`src/sv/id3_pkg.sv`:
```
// ----------------------------------------------------------------------------
// id3_pkg
// Types, constants and helper functions shared by the ID3v2 tag frame parser.
// ----------------------------------------------------------------------------
package id3_pkg;

   localparam int unsigned FRAME_SIZE_BITS_DEFAULT = 32;

   // Tag header layout.
   localparam logic [23:0] ID3_MAGIC        = 24'h494433;
   localparam logic [3:0]  HDR_MAGIC_BYTES  = 4'd3;
   localparam logic [3:0]  HDR_SIZE_FIRST   = 4'd6;
   localparam logic [3:0]  HDR_LAST         = 4'd9;
   localparam logic [31:0] TAG_HEADER_BYTES = 32'd10;

   // Frame header layout.
   localparam logic [3:0]  FHDR_ID_BYTES    = 4'd4;
   localparam logic [3:0]  FHDR_SIZE_END    = 4'd8;

   // Matched frame codes.
   localparam logic [2:0]  TAG_TIT2     = 3'd0;
   localparam logic [2:0]  TAG_TPE1     = 3'd1;
   localparam logic [2:0]  TAG_TALB     = 3'd2;
   localparam logic [2:0]  TAG_TYER     = 3'd3;
   localparam logic [2:0]  TAG_TCON     = 3'd4;
   localparam logic [2:0]  TAG_COMM     = 3'd5;
   localparam logic [2:0]  TAG_NO_MATCH = 3'd6;
   localparam int unsigned NUM_TAGS     = 6;

   localparam logic [31:0] KNOWN_IDS [NUM_TAGS] = '{
      32'h54495432,   // TIT2
      32'h54504531,   // TPE1
      32'h54414C42,   // TALB
      32'h54594552,   // TYER
      32'h54434F4E,   // TCON
      32'h434F4D4D    // COMM
   };

   // Result part codes.
   localparam logic [1:0] PART_TEXT      = 2'd0;
   localparam logic [1:0] PART_LANGUAGE  = 2'd1;
   localparam logic [1:0] PART_BODY      = 2'd2;

   // Comment walk codes.
   localparam logic [1:0] CPART_LANGUAGE = 2'd0;
   localparam logic [1:0] CPART_DESCR    = 2'd1;
   localparam logic [1:0] CPART_BODY     = 2'd2;

   localparam int unsigned COMM_LANG_LAST = 3;
   localparam int unsigned COMM_MIN_SIZE  = 4;

   localparam logic STATUS_CONTENT = 1'b0;
   localparam logic STATUS_NO_TAG  = 1'b1;

   // Queue between the front and the back.
   localparam int unsigned QUEUE_DEPTH      = 2;
   localparam int unsigned QUEUE_PTR_BITS   = $clog2(QUEUE_DEPTH);
   localparam int unsigned QUEUE_COUNT_BITS = $clog2(QUEUE_DEPTH + 1);

   localparam int unsigned RSP_TUSER_BITS = 7;

   typedef enum logic [3:0] {
      PH_HEADER       = 4'b0001,
      PH_FRAME_HEADER = 4'b0010,
      PH_FRAME_DATA   = 4'b0100,
      PH_DONE         = 4'b1000
   } phase_type;

   typedef struct packed {
      logic       status;
      logic [2:0] tag_index;
      logic [1:0] part;
      logic       has_char;
      logic [7:0] char_byte;
      logic       last;
   } rsp_event_type;

   typedef struct packed {
      logic          valid;
      rsp_event_type evt;
   } queue_entry_type;

   // Maps a frame identifier to its tag code, or to no match.
   function automatic logic [2:0] match_tag(input logic [31:0] ident);
      logic [2:0] code;
      code = TAG_NO_MATCH;
      for (int k = NUM_TAGS - 1; k >= 0; k--) begin
         if (ident == KNOWN_IDS[k]) begin
            code = 3'(k);
         end
      end
      return code;
   endfunction

endpackage

```
`src/sv/id3_front.sv`:
```
// ----------------------------------------------------------------------------
// id3_front
// Byte parser: walks the tag header and frame headers and classifies each
// frame data byte, pushing at most one result event per request.
// ----------------------------------------------------------------------------
module id3_front #(
   parameter int unsigned FRAME_SIZE_BITS = id3_pkg::FRAME_SIZE_BITS_DEFAULT
) (
   input  logic                      clock,
   input  logic                      reset,
   input  logic                      req_tvalid,
   output logic                      req_tready,
   input  logic [7:0]                data_byte,
   input  logic                      start_of_file,
   input  logic                      queue_full,
   output id3_pkg::queue_entry_type  push
);
   import id3_pkg::*;

   phase_type                  phase_ff, phase_in;
   logic [3:0]                 hdr_count_ff, hdr_count_in;
   logic [31:0]                tag_end_ff, tag_end_in;
   logic [31:0]                stream_pos_ff, stream_pos_in;
   logic [31:0]                ident_ff, ident_in;
   logic [FRAME_SIZE_BITS-1:0] frame_len_ff, frame_len_in;
   logic [FRAME_SIZE_BITS-1:0] frame_last_ff, frame_last_in;
   logic [FRAME_SIZE_BITS-1:0] frame_off_ff, frame_off_in;
   logic [2:0]                 matched_ff, matched_in;
   logic [1:0]                 cpart_ff, cpart_in;
   logic                       qualifies_ff, qualifies_in;

   // View of the state after a start of file has been applied.
   phase_type   cur_phase;
   logic [3:0]  cur_count;
   logic [31:0] cur_tag_end;
   logic [31:0] cur_pos;
   logic [31:0] cur_id;
   logic [31:0] pos_inc;
   logic [31:0] tag_end_shift;
   logic [2:0]  tag_code;
   logic        accept;
   logic        is_last;

   assign req_tready = !queue_full;
   assign accept     = req_tvalid && req_tready;

   assign cur_phase   = start_of_file ? PH_HEADER : phase_ff;
   assign cur_count   = start_of_file ? 4'd0      : hdr_count_ff;
   assign cur_tag_end = start_of_file ? 32'd0     : tag_end_ff;
   assign cur_pos     = start_of_file ? 32'd0     : stream_pos_ff;
   assign cur_id      = start_of_file ? 32'd0     : ident_ff;

   assign pos_inc       = cur_pos + 32'd1;
   assign tag_end_shift = {cur_tag_end[24:0], data_byte[6:0]};
   assign tag_code      = match_tag(ident_ff);
   assign is_last       = (frame_off_ff == frame_last_ff);

   always_comb begin
      phase_in      = phase_ff;
      hdr_count_in  = hdr_count_ff;
      tag_end_in    = tag_end_ff;
      stream_pos_in = stream_pos_ff;
      ident_in      = ident_ff;
      frame_len_in  = frame_len_ff;
      frame_last_in = frame_last_ff;
      frame_off_in  = frame_off_ff;
      matched_in    = matched_ff;
      cpart_in      = cpart_ff;
      qualifies_in  = qualifies_ff;
      push          = '0;

      if (accept) begin
         if (start_of_file) begin
            frame_len_in = '0;
            frame_off_in = '0;
            matched_in   = TAG_NO_MATCH;
            cpart_in     = CPART_LANGUAGE;
         end
         case (cur_phase)
            PH_HEADER: begin
               phase_in      = PH_HEADER;
               tag_end_in    = cur_tag_end;
               ident_in      = cur_id;
               stream_pos_in = pos_inc;
               if (cur_count < HDR_MAGIC_BYTES) begin
                  ident_in = {cur_id[23:0], data_byte};
               end else if (cur_count >= HDR_SIZE_FIRST) begin
                  tag_end_in = tag_end_shift;
               end
               if (cur_count >= HDR_LAST) begin
                  if (cur_id[23:0] != ID3_MAGIC) begin
                     phase_in         = PH_DONE;
                     hdr_count_in     = cur_count;
                     push.valid       = 1'b1;
                     push.evt.status  = STATUS_NO_TAG;
                  end else begin
                     tag_end_in   = tag_end_shift + TAG_HEADER_BYTES;
                     ident_in     = '0;
                     hdr_count_in = '0;
                     phase_in     = (pos_inc < tag_end_in) ? PH_FRAME_HEADER : PH_DONE;
                  end
               end else begin
                  hdr_count_in = cur_count + 4'd1;
               end
            end

            PH_FRAME_HEADER: begin
               stream_pos_in = pos_inc;
               if (hdr_count_ff < FHDR_ID_BYTES) begin
                  ident_in = {ident_ff[23:0], data_byte};
               end else if (hdr_count_ff < FHDR_SIZE_END) begin
                  frame_len_in = (frame_len_ff << 8) | FRAME_SIZE_BITS'(data_byte);
               end
               if (hdr_count_ff >= HDR_LAST) begin
                  if (frame_len_ff == '0) begin
                     phase_in = PH_DONE;
                  end else begin
                     matched_in    = tag_code;
                     frame_last_in = frame_len_ff - FRAME_SIZE_BITS'(1);
                     qualifies_in  =
                        (tag_code < TAG_COMM && frame_len_ff > FRAME_SIZE_BITS'(1)) ||
                        (tag_code == TAG_COMM &&
                         frame_len_ff > FRAME_SIZE_BITS'(COMM_MIN_SIZE));
                     frame_off_in  = '0;
                     cpart_in      = CPART_LANGUAGE;
                     hdr_count_in  = '0;
                     phase_in      = PH_FRAME_DATA;
                  end
               end else begin
                  hdr_count_in = hdr_count_ff + 4'd1;
               end
            end

            PH_FRAME_DATA: begin
               stream_pos_in = pos_inc;
               frame_off_in  = frame_off_ff + FRAME_SIZE_BITS'(1);
               if (qualifies_ff && frame_off_ff != '0) begin
                  push.evt.status    = STATUS_CONTENT;
                  push.evt.tag_index = matched_ff;
                  push.evt.last      = is_last;
                  if (matched_ff < TAG_COMM) begin
                     push.valid         = 1'b1;
                     push.evt.part      = PART_TEXT;
                     push.evt.has_char  = 1'b1;
                     push.evt.char_byte = data_byte;
                  end else if (frame_off_ff <= FRAME_SIZE_BITS'(COMM_LANG_LAST)) begin
                     push.valid         = 1'b1;
                     push.evt.part      = PART_LANGUAGE;
                     push.evt.has_char  = 1'b1;
                     push.evt.char_byte = data_byte;
                  end else if (cpart_ff == CPART_BODY) begin
                     push.valid         = 1'b1;
                     push.evt.part      = PART_BODY;
                     push.evt.has_char  = 1'b1;
                     push.evt.char_byte = data_byte;
                  end else begin
                     // Description bytes are dropped; the final byte still closes
                     // the frame with an empty marker result.
                     cpart_in          = (data_byte == 8'd0) ? CPART_BODY : CPART_DESCR;
                     push.valid        = is_last;
                     push.evt.part     = PART_BODY;
                  end
               end
               if (is_last) begin
                  hdr_count_in = '0;
                  phase_in     = (pos_inc < tag_end_ff) ? PH_FRAME_HEADER : PH_DONE;
               end
            end

            PH_DONE: begin
               phase_in = PH_DONE;
            end

            default: begin
               phase_in = PH_DONE;
            end
         endcase
      end
   end

   always_ff @(posedge clock) begin
      if (reset) begin
         phase_ff      <= PH_HEADER;
         hdr_count_ff  <= '0;
         tag_end_ff    <= '0;
         stream_pos_ff <= '0;
         ident_ff      <= '0;
         frame_len_ff  <= '0;
         frame_last_ff <= '0;
         frame_off_ff  <= '0;
         matched_ff    <= TAG_NO_MATCH;
         cpart_ff      <= CPART_LANGUAGE;
         qualifies_ff  <= 1'b0;
      end else begin
         phase_ff      <= phase_in;
         hdr_count_ff  <= hdr_count_in;
         tag_end_ff    <= tag_end_in;
         stream_pos_ff <= stream_pos_in;
         ident_ff      <= ident_in;
         frame_len_ff  <= frame_len_in;
         frame_last_ff <= frame_last_in;
         frame_off_ff  <= frame_off_in;
         matched_ff    <= matched_in;
         cpart_ff      <= cpart_in;
         qualifies_ff  <= qualifies_in;
      end
   end

endmodule

```
`src/sv/id3_queue.sv`:
```
// ----------------------------------------------------------------------------
// id3_queue
// Short first-in first-out queue of result events between front and back.
// ----------------------------------------------------------------------------
module id3_queue (
   input  logic                      clock,
   input  logic                      reset,
   input  id3_pkg::queue_entry_type  push,
   output logic                      full,
   output id3_pkg::queue_entry_type  head,
   input  logic                      pop
);
   import id3_pkg::*;

   rsp_event_type               entries_ff [QUEUE_DEPTH];
   logic [QUEUE_PTR_BITS-1:0]   wr_ptr_ff, wr_ptr_in;
   logic [QUEUE_PTR_BITS-1:0]   rd_ptr_ff, rd_ptr_in;
   logic [QUEUE_COUNT_BITS-1:0] count_ff, count_in;
   logic                        do_push;
   logic                        do_pop;

   localparam logic [QUEUE_PTR_BITS-1:0] PTR_LAST = QUEUE_PTR_BITS'(QUEUE_DEPTH - 1);
   localparam logic [QUEUE_COUNT_BITS-1:0] COUNT_FULL = QUEUE_COUNT_BITS'(QUEUE_DEPTH);

   assign full       = (count_ff == COUNT_FULL);
   assign head.valid = (count_ff != '0);
   assign head.evt   = entries_ff[rd_ptr_ff];
   assign do_push    = push.valid && !full;
   assign do_pop     = pop && head.valid;

   always_comb begin
      wr_ptr_in = wr_ptr_ff;
      rd_ptr_in = rd_ptr_ff;
      count_in  = count_ff;
      if (do_push) begin
         wr_ptr_in = (wr_ptr_ff == PTR_LAST) ? '0 : wr_ptr_ff + QUEUE_PTR_BITS'(1);
      end
      if (do_pop) begin
         rd_ptr_in = (rd_ptr_ff == PTR_LAST) ? '0 : rd_ptr_ff + QUEUE_PTR_BITS'(1);
      end
      if (do_push && !do_pop) begin
         count_in = count_ff + QUEUE_COUNT_BITS'(1);
      end else if (do_pop && !do_push) begin
         count_in = count_ff - QUEUE_COUNT_BITS'(1);
      end
   end

   always_ff @(posedge clock) begin
      if (reset) begin
         wr_ptr_ff <= '0;
         rd_ptr_ff <= '0;
         count_ff  <= '0;
      end else begin
         wr_ptr_ff <= wr_ptr_in;
         rd_ptr_ff <= rd_ptr_in;
         count_ff  <= count_in;
      end
   end

   always_ff @(posedge clock) begin
      if (do_push) begin
         entries_ff[wr_ptr_ff] <= push.evt;
      end
   end

endmodule

```
`src/sv/id3_back.sv`:
```
// ----------------------------------------------------------------------------
// id3_back
// Output stage: takes events from the queue into the result register and
// formats them onto the result channel.
// ----------------------------------------------------------------------------
module id3_back (
   input  logic                                  clock,
   input  logic                                  reset,
   input  id3_pkg::queue_entry_type              head,
   output logic                                  pop,
   output logic                                  rsp_tvalid,
   input  logic                                  rsp_tready,
   output logic [7:0]                            rsp_tdata,
   output logic [id3_pkg::RSP_TUSER_BITS-1:0]    rsp_tuser,
   output logic                                  rsp_tlast
);
   import id3_pkg::*;

   logic          out_valid_ff, out_valid_in;
   rsp_event_type out_evt_ff;

   // A held result is replaced in the same cycle that it is taken.
   assign pop = head.valid && (!out_valid_ff || rsp_tready);

   always_comb begin
      out_valid_in = out_valid_ff;
      if (pop) begin
         out_valid_in = 1'b1;
      end else if (rsp_tready) begin
         out_valid_in = 1'b0;
      end
   end

   always_ff @(posedge clock) begin
      if (reset) begin
         out_valid_ff <= 1'b0;
      end else begin
         out_valid_ff <= out_valid_in;
      end
   end

   always_ff @(posedge clock) begin
      if (pop) begin
         out_evt_ff <= head.evt;
      end
   end

   assign rsp_tvalid = out_valid_ff;
   assign rsp_tdata  = out_evt_ff.char_byte;
   assign rsp_tuser  = {out_evt_ff.has_char, out_evt_ff.part,
                        out_evt_ff.tag_index, out_evt_ff.status};
   assign rsp_tlast  = out_evt_ff.last;

endmodule

```
`src/sv/id3v2_tag_frame_parser.sv`:
```
// ----------------------------------------------------------------------------
// id3v2_tag_frame_parser
// ID3v2.3 tag parser that extracts the text of common frames from a file
// given one byte per request.
// ----------------------------------------------------------------------------
// Usage:
//   Request channel: one file byte per request in req_tdata; req_tuser high
//   marks the first byte of a new file and restarts the parser on that byte.
//   Result channel: zero or one result per request. rsp_tdata carries the
//   content byte, rsp_tuser the status, frame code, part and has-char flag,
//   rsp_tlast the final byte of a qualifying frame. A missing ID3 tag gives
//   one result with status set at the tenth header byte.
//   Throughput: one byte per cycle while the event queue is not full.
//   Each result is written into the event queue when its request is taken
//   and moves on from there into the output register that drives
//   rsp_tvalid; it then sits in the output register until it is taken.
//   Reset clears the parser to the tag header phase and empties the queue
//   and the output register.
//   When the receiver stalls, the output register holds its result, the
//   two-entry queue fills, and req_tready falls once the queue is full.
// ----------------------------------------------------------------------------
module id3v2_tag_frame_parser #(
   parameter int unsigned FRAME_SIZE_BITS = id3_pkg::FRAME_SIZE_BITS_DEFAULT
) (
   input  logic                               clock,
   input  logic                               reset,
   input  logic                               req_tvalid,
   output logic                               req_tready,
   input  logic [7:0]                         req_tdata,   // [7:0] data_byte
   input  logic                               req_tuser,   // [0] start_of_file
   output logic                               rsp_tvalid,
   input  logic                               rsp_tready,
   output logic [7:0]                         rsp_tdata,   // [7:0] char_byte
   // [0] status, [3:1] tag_index, [5:4] part, [6] has_char
   output logic [id3_pkg::RSP_TUSER_BITS-1:0] rsp_tuser,
   output logic                               rsp_tlast    // last
);
   import id3_pkg::*;

   queue_entry_type push;
   queue_entry_type head;
   logic            queue_full;
   logic            pop;

   id3_front #(
      .FRAME_SIZE_BITS (FRAME_SIZE_BITS)
   ) u_front (
      .clock         (clock),
      .reset         (reset),
      .req_tvalid    (req_tvalid),
      .req_tready    (req_tready),
      .data_byte     (req_tdata),
      .start_of_file (req_tuser),
      .queue_full    (queue_full),
      .push          (push)
   );

   id3_queue u_queue (
      .clock (clock),
      .reset (reset),
      .push  (push),
      .full  (queue_full),
      .head  (head),
      .pop   (pop)
   );

   id3_back u_back (
      .clock      (clock),
      .reset      (reset),
      .head       (head),
      .pop        (pop),
      .rsp_tvalid (rsp_tvalid),
      .rsp_tready (rsp_tready),
      .rsp_tdata  (rsp_tdata),
      .rsp_tuser  (rsp_tuser),
      .rsp_tlast  (rsp_tlast)
   );

endmodule

```
`config.mk`:
```
export PLATFORM = sky130hd
export DESIGN_NAME = id3v2_tag_frame_parser
export DESIGN_NICKNAME = d
export VERILOG_FILES = /design/src/sv/id3_pkg.sv /design/src/sv/id3_front.sv /design/src/sv/id3_queue.sv /design/src/sv/id3_back.sv /design/src/sv/id3v2_tag_frame_parser.sv
export SDC_FILE = /design/constraint.sdc
export NUM_CORES = 1
export LEC_CHECK = 0
export BUFFER_PORTS_ARGS = -buffer_cell sky130_fd_sc_hd__clkbuf_2
export CORE_UTILIZATION = 45
export DETAILED_ROUTE_END_ITERATION = 8
export GPL_TIMING_DRIVEN = 0
export PLACE_DENSITY = 0.68
export RECOVER_POWER = 100
export SYNTH_ARGS = -nofsm -noshare
export SYNTH_HDL_FRONTEND = slang
export SYNTH_SLANG_ARGS = --single-unit
```
`constraint.sdc`:
```
create_clock -name clock -period 5 [get_ports clock]
set_input_delay 1 -clock clock [delete_from_list [all_inputs] [get_ports clock]]
set_output_delay 1 -clock clock [all_outputs]
set_load 0.1 [all_outputs]
```
======== Yosys cells after proc, flatten, opt, wreduce, memory -nomap -nowiden ========
Memories as Yosys holds them, arrays and structs flattened. A register that Yosys moved wholly into a read port is not among the register bits.
Index checks and enable logic that the tools add are counted.
word-level totals
  register bits ........................... 211
  latch bits .............................. 0
  RAM bits ................................ 32
  memory bits (read-only) ................. 0
  input bits .............................. 13
  logic and storage cells ................. 164
  memories ................................ 1
cells by class
  $add $sub $neg .......................... 10
  $mul .................................... 0
  divide/modulo/power cells ............... 0
  $lt $le $gt $ge ......................... 13
  equal/unequal tests ..................... 18
  shifts and indexed selects .............. 0
  multiplexer cells ....................... 75
  bitwise operators ....................... 2
  reduce and logical (&&, ||, !) cells .... 30
memories
  memory              words  bits a word  rd ports  clocked after memory_dff  wr ports  RTL line         text
  u_queue.entries_ff  2      16           1         1                         1         id3_queue.sv:15  rsp_event_type entries_ff [QUEUE_DEPTH];
operators with widths
  operator               number
  $mux 32                18
  $eq 32x31->1 const B   6
  $pmux 32 s2            2
  $add 32x1->32 const B  2
  $lt 32x32->1           2
  $mux 4                 14
  $mux 17                2
  $add 32x4->32 const B  1
  $eq 32x32->1           1
  $gt 32x1->1 const B    1
  $gt 32x3->1 const B    1
  $le 32x2->1 const B    1
  $logic_not 32->1       1
  $or 32x8->32           1
  $reduce_bool 32->1     1
  $sub 32x1->32 const B  1
  $mux 3                 9
  $mux 2                 13
  $ne 24x23->1 const B   1
  $pmux 4 s3             2
  $mux 11                2
  $mux 15                1
  $logic_and 1x1->1      9
  $mux 1                 9
  other kinds (29)       47

======== Logic depth before layout (Yosys ltp) ========
  depth after elaboration ................. 12
  depth in mapped cells ................... 19

======== Modules after synthesis ========
From an unflattened synthesis, not the netlist that was laid out.
second synthesis, totals
  cells, all modules ...................... 1798
  area total of the unflattened synthesis .. 15509.9 um^2
by module, submodules not included
  module     times used  cells an instance  area each (um^2)  sequential area each (um^2)
  id3_front  1           1702               13603.0           4124.0
  id3_queue  1           75                 1371.3            1061.0
  id3_back   1           21                 535.5             500.5

======== Least setup slack after synthesis ========
OpenSTA, ideal clock, no wires.
  path type ............................... input-to-reg
  from .................................... input req_tuser
  to ...................................... register u_front.phase_ff[3]
  library setup time ...................... 91 ps
  arrival ................................. 4637 ps
  data required time ...................... 4909 ps
  setup slack ............................. 272 ps
  stages on the path ...................... 19
  buffers on the path ..................... 2
  cell sequence ........................... clkbuf_1 clkbuf_1 nor2b_1 ha_1 and3_1 and3_1 nand4_1 nor3_1 and3_1 xnor2_1 nor2_1 ha_1 nand4_1 or2_2 nor2_1 nand4_1 a2111o_1 a31o_2 a311oi_1
on the way
  cells in the longest elaborated chain, start to end .. 7
ends and longest elaborated chain
  what                     RTL line                      text
  start, declared          id3v2_tag_frame_parser.sv:30  input logic req_tuser,
  $mux 32 (*)              id3_front.sv:50               assign cur_pos = start_of_file ? 32'd0 : stream_pos_ff;
  $add 32x1->32 (*)        id3_front.sv:53               assign pos_inc = cur_pos + 32'd1;
  via u_front.pos_inc[30]  id3_front.sv:38               logic [31:0] pos_inc;
  $lt 32x32->1             id3_front.sv:100              phase_in = (pos_inc < tag_end_in) ? PH_FRAME_HEADER : PH_DONE;
  $mux 4                   id3_front.sv:100
  $mux 4                   id3_front.sv:91               if (cur_id[23:0] != ID3_MAGIC) begin
  $mux 4                   id3_front.sv:90               if (cur_count >= HDR_LAST) begin
  $pmux 4 s3 (*)           id3_front.sv:79               case (cur_phase)
  end signal, assigned     id3_front.sv:195              phase_ff <= phase_in;
  end, declared            id3_front.sv:20               phase_type phase_ff, phase_in;
The timed path passes the listed nets; every way through them passes the cells marked *. The select of a mux whose other input is x is not followed.
A chain may end at the register's enable or synchronous reset.

======== Final worst setup path ========
Ends and elaborated chain as after synthesis.

==> impl_metrics.csv <==
group,metric,value,unit
run_status,result_of_the_run,"finished clean",
synth,synth_adder_area_share,6.28,%
min_path,worstHoldPathCells,2,
min_path,hold_path_startpoint,"u_front.tag_end_ff[28]$_SDFFE_PP0P_",
synth,post_synthesis_share_of_cell_area_spent_on_xor_and_xnor_gates,6.99,%
placement,placedCellCount,2312,
grt,globalRouteMet3Util,3.93,%
floorplan,floorplan_die_area,34400,um^2
cts,cts_root_buf,"sky130_fd_sc_hd__clkbuf_16",
layout,fillCellCount,3215,
routing,dr.pass1.iters,8,
synth,postSynthRegisterBits,259,
synth,dominant_combinational_cell_family_by_area_after_synthesis,"simple AND/OR/NAND/NOR gates",
synth,synthesis.nets,1933,
layout,instances_no_fill,2365,
routing,drc,0,
worst_setup_path,first_element_of_the_critical_path,"req_tuser",
sta,fin_worst_skew,0.0210,ns
min_path,holdCritPathClass,"flip-flop to flip-flop",
floorplan,std_cell_rows,66,
cts,clkSlewWorstSetupHoldPaths,0.06,ns
power_and_ir_drop,p_leak,5.93,nW
synth,yosys_warnings,0,
sta,setup_slack,0.166,ns
synth,syn-cell-area,15200,um^2
worst_setup_path,cpPeakStageDelay,0.67,ns
grt,grt_pass1_wl,72700,um
sta,hold_viol,0,
synth,portion_of_netlist_area_occupied_by_mux_cells,1.54,%
cts,clock_sinks,259,
grt,gr-usage-all-layers,26.9,%
grt,gr-max-usage-layer,"met2",
worst_setup_path,setup.reg_to_reg.worst_slack,0.55,ns
sta,final.min_clock_period,4.83,ns
grt,antenna_violations_before_repair,1,
sta,report.final.slew_viol_count,0,
synth,synth_ff_type,"sky130_fd_sc_hd__dfxtp_1",
cts,htree_levels,1,
placement,dp_slack,-1.98,ns
grt,gr_ovfl_total,0,
worst_setup_path,critical_path_required,5.49,ns
worst_setup_path,timing.critical_path.from_type,"input pin",
layout,num_antenna_cells,0,
routing,routed_wire_length,46600,um
grt,maximum_number_of_pins_on_one_net_before_global_route_repair,20,
routing,drt-vias-per-instance,6.03,
layout,multi_input_area,8790,um^2
sta,slew-limit-headroom,17.3,%
grt,groute.layer.met2.usage,41.2,%
synth,synth_edf_count,48,
synth,yosys.area_share.simple,24.5,%
grt,grt_util_met1,38.7,%
routing,detail_route.wl_per_cell,19.7,um
layout,drive_gt1_share,5.82,%
placement,number_of_port_buffers,26,
worst_setup_path,timing.critical_path.cells,"buf_2 > buf_4 > buf_2 > clkbuf_1 > clkbuf_1 > a21oi_1 > ha_1 > nand4_1 > or2_2 > nor2_1 > nand4_1 > a2111o_1 > a31o_2 > a311oi_1",
synth,synth_area_per_cell,8.22,um^2
sta,rsz0062_at_grt,"no",
sta,measured_slew_at_the_worst_slew_check_pin,1.23,ns
worst_setup_path,biggest_fanout_along_the_worst_timing_path,13,
layout,area_growth,11.1,%
placement,routabilityCongestion,0.997,
worst_setup_path,ff2ff_path_depth,16,
floorplan,floorplan.core_area,32900,um^2
power_and_ir_drop,power,6.07,mW
cts,cts.path.max_buffers,3,
sta,fmaxAchievable,0.207,GHz
synth,synth_area_in_compound_gates,18.7,%
routing,antenna_violating_nets_post_route,0,
synth,synth_cell_type_count,80,
worst_setup_path,critPathCapture,"u_front.phase_ff[3]$_SDFFE_PP0P_",
layout,nets,1989,
grt,grt_pass1_vias,13100,
worst_setup_path,r2r-end,"u_front.phase_ff[3]$_SDFFE_PP0P_",
cts,cts_inserted_buffers,29,
sta,setup_violations,0,
synth,seq_area_frac_synth,37.4,%
cts,clock_latency_of_the_later_clocked_register_in_the_worst_skew_pair,0.58,ns
worst_setup_path,worst_r2r_startpoint,"u_front.stream_pos_ff[6]$_SDFFE_PP0P_",
floorplan,initial_core_util,46.1,%
synth,async_reset_ff_share,0,%
floorplan,io_pins,31,
floorplan,die_x,185,um
layout,util_after_layout,51.2,%
worst_setup_path,crit_type,"input pin to flip-flop",
floorplan,chipHeight,185,um
synth,synthCells,1844,
layout,seqCellArea,5670,um^2
routing,num_vias,14300,
placement,hpwlAfterDp,34700,um
run,cap_viol_max_count,0,
worst_setup_path,slowest_stage,"sky130_fd_sc_hd__clkbuf_1",
routing,drt_first_iter_violations,1709,
worst_setup_path,worst_ep_arrival_time,5.32,ns
sta,final.hold.worst_slack,0.456,ns
power_and_ir_drop,ratio_of_total_power_to_cell_area,360,nW/um^2
worst_setup_path,cp-end-kind,"flip-flop",
cts,cts_tree,"built",
power_and_ir_drop,power.ir.vdd_worst,0.397,mV
sta,fin_crit_sh,96.7,%
-- registers in the layout, summed over array words and instances (netlist names), 7 cells and up --
| signal | cells |
|---|---|
| u_back.rsp_tdata | 8 |
| u_back.rsp_tuser | 7 |
| u_front.frame_last_ff | 32 |
| u_front.frame_len_ff | 32 |
| u_front.frame_off_ff | 32 |
| u_front.ident_ff | 32 |
| u_front.stream_pos_ff | 32 |
| u_front.tag_end_ff | 32 |
| u_queue.entries_ff | 32 |
-- critical path, delay by kind of cell --
family	cells	cell delay, ns
buffers and inverters	5	2.14
AOI/OAI and AO/OA	4	1.11
and+or+nand+nor	4	0.67
adders and majority gates	1	0.38
-- metal layers --
| metal | vias to the layer above | share of wire (%) |
|---|---|---|
| li1 | 6809 | - |
| met1 | 6767 | 45 |
| met2 | 584 | 43 |
| met3 | 90 | 8.6 |
| met4 | 0 | 2.9 |
| met5 | - | 0 |
-- synth_stat cells, drive strengths merged (4+ instances only) --
master / number / share of area [%]
nand4: 49 / 2.0
xnor2: 91 / 5.3
nor2b: 13 / 0.54
dfxtp: 211 / 28
edfxtp: 48 / 9.5
a311oi: 11 / 0.64
mux2: 18 / 1.3
nand4bb: 4 / 0.30
nand2b: 16 / 0.66
nor4: 31 / 1.3
o311ai: 6 / 0.35
nor4b: 5 / 0.29
nor3: 54 / 1.8
buf: 18 / 0.59
ha: 76 / 6.3
a21o: 20 / 1.0
o21ai: 78 / 2.6
nand2: 168 / 4.2
or3: 14 / 0.58
a22oi: 69 / 3.4
nor3b: 4 / 0.20
a31oi: 27 / 1.3
or2: 6 / 0.25
and4b: 5 / 0.33
nand4b: 4 / 0.23
nor2: 259 / 6.4
or4: 11 / 0.55
and2: 18 / 0.74
a21oi: 111 / 3.7
o21a: 11 / 0.55
a211oi: 47 / 2.3
and4: 13 / 0.75
inv: 63 / 1.6
and3: 16 / 0.66
nand3: 56 / 1.8
xor2: 30 / 1.7
nand3b: 8 / 0.40
clkbuf: 96 / 2.4
-- how the worst min path moves through the flow --
stage	endpoint
after floorplan	u_front.tag_end_ff[27]$_SDFFE_PP0P_
after global placement	u_front.tag_end_ff[27]$_SDFFE_PP0P_
after detailed placement	u_front.tag_end_ff[28]$_SDFFE_PP0P_
after CTS	u_front.tag_end_ff[28]$_SDFFE_PP0P_
after global routing	u_front.tag_end_ff[28]$_SDFFE_PP0P_
final	u_front.tag_end_ff[28]$_SDFFE_PP0P_
-- metrics by stage --
stage / TNS, ns / cell area (um^2)
5_1_grt: 0 / 16800
3_3_place_gp: -13.21 / 15800
4_1_cts: 0 / 16900
3_5_place_dp: -15.53 / 15800
6_report: 0 / 16800
2_1_floorplan: 0 / 15200
-- power by group --
group	internal, mW	total [mW]	switching [mW]
registers	2.27	2.36	0.0816
clock network	1.35	2.27	0.928
logic	0.301	1.44	1.14
-- layout by cell type, fill, tap and decap left out, types with 19 or more instances in the layout --
cell type	instances
sky130_fd_sc_hd__a211oi_1	47
sky130_fd_sc_hd__a21o_1	19
sky130_fd_sc_hd__a21oi_1	111
sky130_fd_sc_hd__a22oi_1	69
sky130_fd_sc_hd__a31oi_1	23
sky130_fd_sc_hd__clkbuf_1	118
sky130_fd_sc_hd__clkbuf_16	29
sky130_fd_sc_hd__dfxtp_1	211
sky130_fd_sc_hd__edfxtp_1	48
sky130_fd_sc_hd__ha_1	76
sky130_fd_sc_hd__inv_1	63
sky130_fd_sc_hd__nand2_1	168
sky130_fd_sc_hd__nand3_1	56
sky130_fd_sc_hd__nand4_1	49
sky130_fd_sc_hd__nor2_1	259
sky130_fd_sc_hd__nor3_1	50
sky130_fd_sc_hd__nor4_1	30
sky130_fd_sc_hd__o21ai_0	77
sky130_fd_sc_hd__xnor2_1	91
sky130_fd_sc_hd__xor2_1	30
-- what timing repair did --
action | in CTS | in global routing
pin swaps | 0 | 1
hold buffers | 0 | 0
setup endpoints to repair | 2 | 2
buffers inserted | 0 | 1
gates resized for setup | 6 | 12
gates cloned | 0 | 0
-- final cells by class --
class                      count  area share (%)
clock inverter                15            1.09
tap                          442            3.29
timing repair buffer          28           0.699
buffer                       111            2.56
clock buffer                  39            5.02
inverter                      66            1.47
multi-input combinational   1405            52.2
sequential                   259            33.7
-- logic make-up after synthesis --
group,count (synthesis)
flops,259
compound gates,426
fa+ha+maj,76
mux,21
simple gates,761
buf+inv,180
xor+xnor,121
Power figures use the tool's default switching activity.
